### src/sv/hprd_pkg.sv
package hprd_pkg;

    localparam int AVG_DEPTH_DEF = 5;
    localparam int RATE_NUM = 3000;
    localparam int RATE_MAX = 255;
    localparam int RISE_COUNT_LIMIT = 3;
    localparam int ADDR_W = 5;
    localparam int DATA_W = 32;

    typedef enum logic [2:0] {
        REG_LEFT_RISE_MARGIN  = 3'd0,
        REG_RIGHT_RISE_MARGIN = 3'd1,
        REG_MAX_VALLEY_SPAN   = 3'd2,
        REG_MIN_AMPLITUDE     = 3'd3,
        REG_MIN_PEAK_SPACING  = 3'd4,
        REG_MIN_INTERVAL      = 3'd5,
        REG_MAX_INTERVAL      = 3'd6,
        REG_SILENCE_LIMIT     = 3'd7
    } t_reg_idx;

    typedef enum logic [2:0] {
        ST_IDLE,
        ST_DETECT,
        ST_UPDATE,
        ST_DIV,
        ST_DONE
    } t_state;

    typedef struct packed {
        logic [15:0] sample;
        logic [31:0] time_index;
    } t_in;

    typedef struct packed {
        logic        beat_found;
        logic [31:0] beat_time;
        logic [7:0]  avg_rate;
    } t_out;

    typedef struct packed {
        logic [7:0]  left_rise_margin;
        logic [7:0]  right_rise_margin;
        logic [7:0]  max_valley_span;
        logic [15:0] min_amplitude;
        logic [7:0]  min_peak_spacing;
        logic [7:0]  min_interval;
        logic [7:0]  max_interval;
        logic [15:0] silence_limit;
    } t_cfg;

    typedef struct packed {
        logic load;
        logic detect;
        logic update;
        logic div_step;
        logic out_load;
    } t_cmd;

    typedef struct packed {
        logic div_needed;
        logic div_last;
        logic out_free;
    } t_stat;

endpackage

### src/sv/hprd_regs.sv
module hprd_regs (
    input  logic                         i_clk,
    input  logic                         i_rst_n,
    input  logic                         psel,
    input  logic                         penable,
    input  logic                         pwrite,
    input  logic [hprd_pkg::ADDR_W-1:0]  paddr,
    input  logic [hprd_pkg::DATA_W-1:0]  pwdata,
    output logic [hprd_pkg::DATA_W-1:0]  prdata,
    output logic                         pready,
    output hprd_pkg::t_cfg               o_cfg
);

    hprd_pkg::t_cfg   r_cfg;
    hprd_pkg::t_reg_idx w_idx;
    logic             w_wr;

    assign pready = 1'b1;
    assign w_idx  = hprd_pkg::t_reg_idx'(paddr[4:2]);
    assign w_wr   = psel && penable && pwrite;
    assign o_cfg  = r_cfg;

    always_ff @(posedge i_clk) begin
        if (!i_rst_n) begin
            r_cfg.left_rise_margin  <= 8'd3;
            r_cfg.right_rise_margin <= 8'd5;
            r_cfg.max_valley_span   <= 8'd18;
            r_cfg.min_amplitude     <= 16'd50;
            r_cfg.min_peak_spacing  <= 8'd20;
            r_cfg.min_interval      <= 8'd25;
            r_cfg.max_interval      <= 8'd100;
            r_cfg.silence_limit     <= 16'd500;
        end else if (w_wr) begin
            case (w_idx)
                hprd_pkg::REG_LEFT_RISE_MARGIN:  r_cfg.left_rise_margin  <= pwdata[7:0];
                hprd_pkg::REG_RIGHT_RISE_MARGIN: r_cfg.right_rise_margin <= pwdata[7:0];
                hprd_pkg::REG_MAX_VALLEY_SPAN:   r_cfg.max_valley_span   <= pwdata[7:0];
                hprd_pkg::REG_MIN_AMPLITUDE:     r_cfg.min_amplitude     <= pwdata[15:0];
                hprd_pkg::REG_MIN_PEAK_SPACING:  r_cfg.min_peak_spacing  <= pwdata[7:0];
                hprd_pkg::REG_MIN_INTERVAL:      r_cfg.min_interval      <= pwdata[7:0];
                hprd_pkg::REG_MAX_INTERVAL:      r_cfg.max_interval      <= pwdata[7:0];
                hprd_pkg::REG_SILENCE_LIMIT:     r_cfg.silence_limit     <= pwdata[15:0];
                default: begin
                end
            endcase
        end
    end

    always_comb begin
        case (w_idx)
            hprd_pkg::REG_LEFT_RISE_MARGIN:  prdata = {24'd0, r_cfg.left_rise_margin};
            hprd_pkg::REG_RIGHT_RISE_MARGIN: prdata = {24'd0, r_cfg.right_rise_margin};
            hprd_pkg::REG_MAX_VALLEY_SPAN:   prdata = {24'd0, r_cfg.max_valley_span};
            hprd_pkg::REG_MIN_AMPLITUDE:     prdata = {16'd0, r_cfg.min_amplitude};
            hprd_pkg::REG_MIN_PEAK_SPACING:  prdata = {24'd0, r_cfg.min_peak_spacing};
            hprd_pkg::REG_MIN_INTERVAL:      prdata = {24'd0, r_cfg.min_interval};
            hprd_pkg::REG_MAX_INTERVAL:      prdata = {24'd0, r_cfg.max_interval};
            hprd_pkg::REG_SILENCE_LIMIT:     prdata = {16'd0, r_cfg.silence_limit};
            default:                         prdata = '0;
        endcase
    end

endmodule

### src/sv/hprd_ctrl.sv
module hprd_ctrl (
    input  logic            i_clk,
    input  logic            i_rst_n,
    input  logic            i_valid,
    output logic            o_stall,
    input  hprd_pkg::t_stat i_stat,
    output hprd_pkg::t_cmd  o_cmd
);

    hprd_pkg::t_state r_state;
    hprd_pkg::t_state n_state;

    always_ff @(posedge i_clk) begin
        if (!i_rst_n) begin
            r_state <= hprd_pkg::ST_IDLE;
        end else begin
            r_state <= n_state;
        end
    end

    always_comb begin
        n_state = r_state;
        case (r_state)
            hprd_pkg::ST_IDLE: begin
                if (i_valid) n_state = hprd_pkg::ST_DETECT;
            end
            hprd_pkg::ST_DETECT: n_state = hprd_pkg::ST_UPDATE;
            hprd_pkg::ST_UPDATE: begin
                n_state = i_stat.div_needed ? hprd_pkg::ST_DIV : hprd_pkg::ST_DONE;
            end
            hprd_pkg::ST_DIV: begin
                if (i_stat.div_last) n_state = hprd_pkg::ST_DONE;
            end
            hprd_pkg::ST_DONE: begin
                if (i_stat.out_free) n_state = hprd_pkg::ST_IDLE;
            end
            default: n_state = hprd_pkg::ST_IDLE;
        endcase
    end

    always_comb begin
        o_cmd   = '0;
        o_stall = 1'b1;
        case (r_state)
            hprd_pkg::ST_IDLE: begin
                o_stall    = !i_rst_n;
                o_cmd.load = i_valid && i_rst_n;
            end
            hprd_pkg::ST_DETECT: o_cmd.detect   = 1'b1;
            hprd_pkg::ST_UPDATE: o_cmd.update   = 1'b1;
            hprd_pkg::ST_DIV:    o_cmd.div_step = 1'b1;
            hprd_pkg::ST_DONE:   o_cmd.out_load = i_stat.out_free;
            default: begin
            end
        endcase
    end

endmodule

### src/sv/hprd_dp.sv
module hprd_dp #(
    parameter int AVG_DEPTH = hprd_pkg::AVG_DEPTH_DEF
) (
    input  logic            i_clk,
    input  logic            i_rst_n,
    input  hprd_pkg::t_cfg  i_cfg,
    input  hprd_pkg::t_cmd  i_cmd,
    output hprd_pkg::t_stat o_stat,
    input  hprd_pkg::t_in   i_data,
    output logic            o_valid,
    input  logic            i_stall,
    output hprd_pkg::t_out  o_data
);

    localparam int SW = $clog2(AVG_DEPTH * 255 + 1);
    localparam int W  = SW + 9;
    localparam int IW = (AVG_DEPTH > 1) ? $clog2(AVG_DEPTH) : 1;
    localparam logic [W-1:0] DIVIDEND = W'(hprd_pkg::RATE_NUM * AVG_DEPTH);
    localparam logic [7:0] RMAX = 8'(hprd_pkg::RATE_MAX);
    localparam logic [7:0] RLIM = 8'(hprd_pkg::RISE_COUNT_LIMIT);

    logic [15:0] r_x;
    logic [31:0] r_t;

    logic        r_started, r_seek, r_rvs, r_rms;
    logic [15:0] r_pk, r_lv, r_rv, r_rmax, r_rmin;
    logic [31:0] r_pt, r_lpt, r_lvt, r_rvt, r_rmt;
    logic [7:0]  r_rrc, r_rmc;
    logic        n_started, n_seek, n_rvs, n_rms;
    logic [15:0] n_pk, n_lv, n_rv, n_rmax, n_rmin;
    logic [31:0] n_pt, n_lpt, n_lvt, n_rvt, n_rmt;
    logic [7:0]  n_rrc, n_rmc;
    logic        n_det;

    logic        r_beat;
    logic [31:0] r_when;
    logic [31:0] r_prev;
    logic [7:0]  r_store [AVG_DEPTH];
    logic [IW-1:0] r_idx;
    logic [SW-1:0] r_sum;
    logic [15:0] r_silent;
    logic [7:0]  r_rate;

    logic [W-1:0] r_rem, r_dsr;
    logic [7:0]   r_q;
    logic         r_sat;
    logic [3:0]   r_cnt;

    logic         r_ov;
    hprd_pkg::t_out r_out;

    logic [31:0] w_d;
    logic        w_inwin;
    logic [15:0] w_silent;
    logic [SW-1:0] w_sum;
    logic [7:0]  w_inc_m, w_inc_r;
    logic [15:0] w_diff, w_dr, w_dl, w_small;
    logic        w_pass;
    logic [W-1:0] w_sub;
    logic         w_ge;
    logic [7:0]   w_qn;

    always_comb begin
        n_started = r_started; n_seek = r_seek; n_rvs = r_rvs; n_rms = r_rms;
        n_pk = r_pk; n_lv = r_lv; n_rv = r_rv; n_rmax = r_rmax; n_rmin = r_rmin;
        n_pt = r_pt; n_lpt = r_lpt; n_lvt = r_lvt; n_rvt = r_rvt; n_rmt = r_rmt;
        n_rrc = r_rrc; n_rmc = r_rmc;
        n_det = 1'b0;
        w_inc_m = r_rmc + 8'd1;
        w_inc_r = r_rrc + 8'd1;
        w_diff  = (r_rv > r_lv) ? (r_rv - r_lv) : (r_lv - r_rv);
        w_dr    = r_pk - r_rv;
        w_dl    = r_pk - r_lv;
        w_small = (w_dr < w_dl) ? w_dr : w_dl;
        w_pass  = ((r_rvt - r_lvt) <= {24'd0, i_cfg.max_valley_span})
            && (({3'd0, w_diff} + {1'b0, w_diff, 2'b00}) < {1'b0, w_small, 2'b00})
            && (r_pk > r_lv) && (w_dl > i_cfg.min_amplitude)
            && ((r_pt - r_lpt) > {24'd0, i_cfg.min_peak_spacing});
        if (!r_started) begin
            n_started = 1'b1;
            n_pk = r_x; n_rv = r_x; n_lv = r_x; n_rmax = r_x; n_rmin = r_x;
            n_rvt = r_t; n_lvt = r_t; n_pt = r_t; n_lpt = r_t;
            n_rvs = 1'b0; n_rrc = 8'd0; n_rms = 1'b0; n_rmc = 8'd0;
            n_seek = 1'b1;
        end else if (r_seek) begin
            if (r_x > r_rmax) begin
                n_rmax = r_x;
            end else if (!r_rms) begin
                n_rmin = r_x; n_rms = 1'b1;
            end else if (r_x <= r_rmin) begin
                n_rmin = r_x; n_rmt = r_t; n_rmc = 8'd0;
            end else begin
                n_rmc = w_inc_m;
                if (w_inc_m >= RLIM
                    || {1'b0, r_x} > ({1'b0, r_rmin} + {9'd0, i_cfg.left_rise_margin})) begin
                    n_lv = r_rmin; n_lvt = r_rmt;
                    n_pk = r_x; n_pt = r_t;
                    n_seek = 1'b0; n_rms = 1'b0;
                end
            end
        end else begin
            if (r_x > r_pk && !r_rvs) begin
                n_pk = r_x; n_pt = r_t;
            end else if (!r_rvs) begin
                n_rv = r_x; n_rvt = r_t; n_rvs = 1'b1;
            end else if (r_x <= r_rv) begin
                n_rv = r_x; n_rvt = r_t; n_rrc = 8'd0;
            end else begin
                n_rrc = w_inc_r;
                if (w_inc_r >= RLIM
                    || {1'b0, r_x} > ({1'b0, r_rv} + {9'd0, i_cfg.right_rise_margin})) begin
                    if (w_pass) begin
                        n_lpt = r_pt; n_seek = 1'b1; n_rvs = 1'b0;
                        n_rmax = r_x; n_rmin = r_x;
                        n_det = 1'b1;
                    end else begin
                        n_lv = r_rv; n_lvt = r_rvt;
                        n_pk = r_x; n_pt = r_t;
                        n_rvs = 1'b0;
                    end
                end
            end
        end
    end

    assign w_d      = r_when - r_prev;
    assign w_inwin  = (w_d > {24'd0, i_cfg.min_interval}) && (w_d < {24'd0, i_cfg.max_interval});
    assign w_silent = (r_silent == 16'hFFFF) ? r_silent : r_silent + 16'd1;
    assign w_sum    = r_sum - SW'(r_store[r_idx]) + SW'(w_d[7:0]);
    assign w_ge     = r_rem >= r_dsr;
    assign w_sub    = w_ge ? r_rem - r_dsr : r_rem;
    assign w_qn     = {r_q[6:0], w_ge};

    assign o_stat.div_needed = r_beat && w_inwin;
    assign o_stat.div_last   = (r_cnt == 4'd8);
    assign o_stat.out_free   = !r_ov || !i_stall;

    always_ff @(posedge i_clk) begin
        if (i_cmd.load) begin
            r_x <= i_data.sample;
            r_t <= i_data.time_index;
        end
        if (i_cmd.detect) begin
            r_pk <= n_pk; r_lv <= n_lv; r_rv <= n_rv; r_rmax <= n_rmax; r_rmin <= n_rmin;
            r_pt <= n_pt; r_lpt <= n_lpt; r_lvt <= n_lvt; r_rvt <= n_rvt;
            r_when <= r_pt;
        end
        if (i_cmd.div_step) begin
            if (r_cnt == 4'd0) begin
                r_rem <= DIVIDEND;
                r_dsr <= {2'b00, r_sum, 7'd0};
                r_q   <= 8'd0;
                r_sat <= (r_sum == '0) || (DIVIDEND >= {1'b0, r_sum, 8'd0});
            end else begin
                r_rem <= w_sub;
                r_dsr <= r_dsr >> 1;
                r_q   <= w_qn;
            end
        end
        if (i_cmd.out_load) begin
            r_out.beat_found <= r_beat;
            r_out.beat_time  <= r_beat ? r_when : 32'd0;
            r_out.avg_rate   <= r_rate;
        end
    end

    always_ff @(posedge i_clk) begin
        if (!i_rst_n) begin
            r_started <= 1'b0; r_seek <= 1'b1; r_rvs <= 1'b0; r_rms <= 1'b0;
            r_rrc <= 8'd0; r_rmc <= 8'd0; r_rmt <= 32'd0;
            r_beat <= 1'b0; r_prev <= 32'd0;
            r_idx <= '0; r_sum <= '0; r_silent <= 16'd0; r_rate <= 8'd0;
            r_cnt <= 4'd0; r_ov <= 1'b0;
            for (int i = 0; i < AVG_DEPTH; i++) r_store[i] <= 8'd0;
        end else begin
            if (i_cmd.detect) begin
                r_started <= n_started; r_seek <= n_seek; r_rvs <= n_rvs; r_rms <= n_rms;
                r_rrc <= n_rrc; r_rmc <= n_rmc; r_rmt <= n_rmt;
                r_beat <= n_det && (r_pt != 32'd0);
            end
            if (i_cmd.update) begin
                r_cnt <= 4'd0;
                if (r_beat) begin
                    if (w_inwin) begin
                        r_sum <= w_sum;
                        r_store[r_idx] <= w_d[7:0];
                        r_idx <= (r_idx == IW'(AVG_DEPTH - 1)) ? '0 : r_idx + 1'b1;
                    end
                    r_silent <= 16'd0;
                    r_prev   <= r_when;
                end else begin
                    r_silent <= w_silent;
                    if (w_silent > i_cfg.silence_limit) r_rate <= 8'd0;
                end
            end
            if (i_cmd.div_step) begin
                r_cnt <= r_cnt + 4'd1;
                if (r_cnt == 4'd8) r_rate <= r_sat ? RMAX : w_qn;
            end
            if (i_cmd.out_load) begin
                r_ov <= 1'b1;
            end else if (!i_stall) begin
                r_ov <= 1'b0;
            end
        end
    end

    assign o_valid = r_ov;
    assign o_data  = r_out;

`ifndef SYNTH
    a_load_free: assert property (@(posedge i_clk) disable iff (!i_rst_n)
        i_cmd.out_load |-> (!r_ov || !i_stall))
        else $error("result loaded over an untaken result");
    a_idx_range: assert property (@(posedge i_clk) disable iff (!i_rst_n)
        r_idx <= IW'(AVG_DEPTH - 1))
        else $error("interval index out of range");
    a_silence: assert property (@(posedge i_clk) disable iff (!i_rst_n)
        (i_cmd.update && !r_beat && w_silent > i_cfg.silence_limit) |=> (r_rate == 8'd0))
        else $error("rate not cleared after silence");
    a_div_len: assert property (@(posedge i_clk) disable iff (!i_rst_n)
        i_cmd.div_step |-> (r_cnt <= 4'd8))
        else $error("divider ran past its last step");
`endif

endmodule

### src/sv/heartbeat_peak_rate_detector.sv
// Takes one transaction of sample and time index and returns one result transaction with
// the beat flag, the peak time and the averaged rate. An item passes through the detect,
// update and done states from acceptance to the next acceptance, and also through the
// divide state when a beat interval enters the average, since the rate is then computed
// by a restoring divider that produces one quotient bit per cycle after a saturation check.
// A finished result waits in an output register, so the next transaction is accepted while it is still held.
module heartbeat_peak_rate_detector #(
    parameter int AVG_DEPTH = hprd_pkg::AVG_DEPTH_DEF
) (
    input  logic                         i_clk,
    input  logic                         i_rst_n,
    input  logic                         i_valid,
    output logic                         o_stall,
    input  hprd_pkg::t_in                i_data,
    output logic                         o_valid,
    input  logic                         i_stall,
    output hprd_pkg::t_out               o_data,
    input  logic                         psel,
    input  logic                         penable,
    input  logic                         pwrite,
    input  logic [hprd_pkg::ADDR_W-1:0]  paddr,
    input  logic [hprd_pkg::DATA_W-1:0]  pwdata,
    output logic [hprd_pkg::DATA_W-1:0]  prdata,
    output logic                         pready
);

    hprd_pkg::t_cfg  w_cfg;
    hprd_pkg::t_cmd  w_cmd;
    hprd_pkg::t_stat w_stat;

    hprd_regs u_regs (
        .i_clk   (i_clk),
        .i_rst_n (i_rst_n),
        .psel    (psel),
        .penable (penable),
        .pwrite  (pwrite),
        .paddr   (paddr),
        .pwdata  (pwdata),
        .prdata  (prdata),
        .pready  (pready),
        .o_cfg   (w_cfg)
    );

    hprd_ctrl u_ctrl (
        .i_clk   (i_clk),
        .i_rst_n (i_rst_n),
        .i_valid (i_valid),
        .o_stall (o_stall),
        .i_stat  (w_stat),
        .o_cmd   (w_cmd)
    );

    hprd_dp #(
        .AVG_DEPTH (AVG_DEPTH)
    ) u_dp (
        .i_clk   (i_clk),
        .i_rst_n (i_rst_n),
        .i_cfg   (w_cfg),
        .i_cmd   (w_cmd),
        .o_stat  (w_stat),
        .i_data  (i_data),
        .o_valid (o_valid),
        .i_stall (i_stall),
        .o_data  (o_data)
    );

endmodule
### config.mk
export PLATFORM = sky130hd
export DESIGN_NAME = heartbeat_peak_rate_detector
export DESIGN_NICKNAME = d
export VERILOG_FILES = /design/src/sv/hprd_pkg.sv /design/src/sv/hprd_regs.sv /design/src/sv/hprd_ctrl.sv /design/src/sv/hprd_dp.sv /design/src/sv/heartbeat_peak_rate_detector.sv
export SDC_FILE = /design/constraint.sdc
export NUM_CORES = 2
export LEC_CHECK = 0
export ABC_AREA = 1
export BUFFER_PORTS_ARGS = -buffer_cell sky130_fd_sc_hd__buf_4
export CAP_MARGIN = 20
export CORE_ASPECT_RATIO = 0.8
export CORE_MARGIN = 2
export CORE_UTILIZATION = 26
export DETAILED_ROUTE_END_ITERATION = 10
export GPL_TIMING_DRIVEN = 0
export PLACE_DENSITY_LB_ADDON = 0.12
export SLEW_MARGIN = 20
export SYNTH_ARGS = -nofsm -noshare
export SYNTH_HDL_FRONTEND = slang
export SYNTH_HIERARCHICAL = 1
export SYNTH_SLANG_ARGS = --single-unit
### constraint.sdc
create_clock -name i_clk -period 9.3 [get_ports i_clk]
set_input_delay 0.93 -clock i_clk [delete_from_list [all_inputs] [get_ports i_clk]]
set_output_delay 0.93 -clock i_clk [all_outputs]
set_load 0.01 [all_outputs]
==> metrics.txt <==
Distinct cells, synth 75; final hold vios 0; Reg area 17500 sq um; global-route wire length before repair 213 mm; die height 366 microns; Mapped Area 42600 sq um; Hold WS 416 ps; Max IR drop VDD 256 uV; die area 167000 sq um; area leader, netlist edfxtp_1; share of the yosys chip area belonging to registers 41.0%; WS Path Type reg -> reg; crit path launch type register; Synth top area share 30.9%; max FFs per register 80; Post-synth ARST share 0%; setup bufs post-CTS 0; largest net degree at the start of global routing 49; flops & latches, synth 653; share of cells above drive strength 1 8.13%; Crit Path Max Fanout 10; clk root buf clkbuf_16; Critical Path RT 9680 ps; drt via density 4.59; Tcrit/Tclk final 90.2%; slew margin rel. 26.2%; CTS Sinks 653; GRT Resource Usage Total 16.7%; Top delay family on crit path simple AND/OR/NAND/NOR gates; most used cell, CP nand2_1; Layout area overhead 15.8%; fillers 17400; die width 457 microns; Overflow after GRT 0; unrepaired setup endpoints after global routing false; final setup violating endpoints 0; most frequent cell after synthesis nand2_1; final slew viol count 0; pwr dens 315 nW/um^2; CP arrival 8770 ps; post-detail-place hpwl 115 mm; CP peak stage delay 680 ps; ANT nets after route 0; multi-input logic area 21700 sq um; DR pass1 iterations 5; Fmax 0.119 GHz; worst-skew pair later-pin latency 700 ps; Worst-path clk slew 60 ps; CTS buffer count 77; CTS hold repair buffers 0; DRC errors left 0; I/O pin total 168; Starting Density 26.3%; Final min period 8390 ps; YS warnings 6; Vias 35300; cells after synthesis 5237; Bufs and invs on worst path 5; TritonCTS clock tree yes; Post-Route WL 142 mm; HP Class in -> reg; clk_skew 38.0 ps; slowest stage cell, crit path xor2_1; type of destination of the critical path register; Slew @ Worst Pin 1100 ps; core area 162000 sq um; EDFF count, synth 439; outcome finished, final reports clean; Syn Area/Cell 8.14 sq um; NumNets Final 6005; max_cap viols 0; Tot Pwr 15600 uW; H-tree lvl count 3; top cells by area, synth edfxtp_1, ha_1, dfxtp_1, nand2_1, inv_1; number of global-route vias before repair 34400; post-CTS resize count 0; Longest Clk Path Bufs 3; initial antenna violation count 1; row count 132; wire length per cell 18.5 microns; Most used DFF post-synth edfxtp_1; top cells by count, synth nand2_1, inv_1, nor2_1, edfxtp_1, ha_1; RePlAce Congestion 0.881; final sum of negative setup slack 0 ps; Initial DRC Count 2632; PortBufs 126; P_leak 0.0217 uW
[report_power, final]
group / switching (uW) / internal, uW / total [uW]
logic: 5510 / 2920 / 8430
clock network: 1340 / 1850 / 3200
registers: 327 / 3620 / 3940
[worst paths after layout]
path / from / end / slack, ps / cells past startpoint
max: u_dp/r_lv[1] / u_dp/r_rmin[3] / 910 / 37
min: i_data[38] / u_dp/r_x[6] / 420 / 1
min reg2reg: u_dp/r_rate[4] / u_dp/o_data[4] / 430 / 0
max reg2reg: u_dp/r_lv[1] / u_dp/r_rmin[3] / 910 / 37
[metal layers]
metal,global-route usage (%),vias to the layer above,wire length [microns]
li1,-,18100,-
met5,0,-,0
met2,25.7,602,61300
met4,4.07,0,3230
met1,24.5,16400,73000
met3,2.11,150,4710
[layout make-up]
cell class / instances / area share [%]
well taps: 2144 / 5.43
multi-input cells: 3696 / 44.1
plain buffers: 132 / 1.30
flip-flops and latches: 653 / 35.4
clock buffers: 94 / 4.20
diodes: 2 / 0.0101
inverters: 771 / 5.87
clock inverters: 47 / 1.07
repair buffers: 151 / 2.66
[layout by cell type (no fill, tap or decap), types with 114 or more instances in the layout]
cell type     n
nand2_1    1049
inv_1       744
nor2_1      561
edfxtp_1    439
ha_1        412
a21oi_1     402
o21ai_0     323
nand3_1     232
dfxtp_1     214
buf_4       155
nand4_1     119
xor2_1      114
[per-stage QoR]
stage               util, %  cell area [sq um]  setup WS [ps]  std cells
floorplan                 -              42700           2070       5252
global placement       28.5              46300          -1940       7522
detailed placement     28.8              46800            853       7547
CTS                    30.4              49400            821       7688
global route           30.4              49400            324       7689
finish                 30.4              49400            910       7690
[cells by family (layout without fill, tap and decap cells)]
family	Yosys count	count (layout)	synth area share (%)
other	2	19	0.0176
AOI/OAI and AO/OA	936	936	12.3
and+or+nand+nor	2152	2152	22.2
muxes	2	2	0.0499
buffers and inverters	903	1195	8.30
xor gates and xnor gates	158	158	3.25
adders and majority gates	431	431	13.0
DFF	653	653	41.0
(Power assumes the default switching activity.)
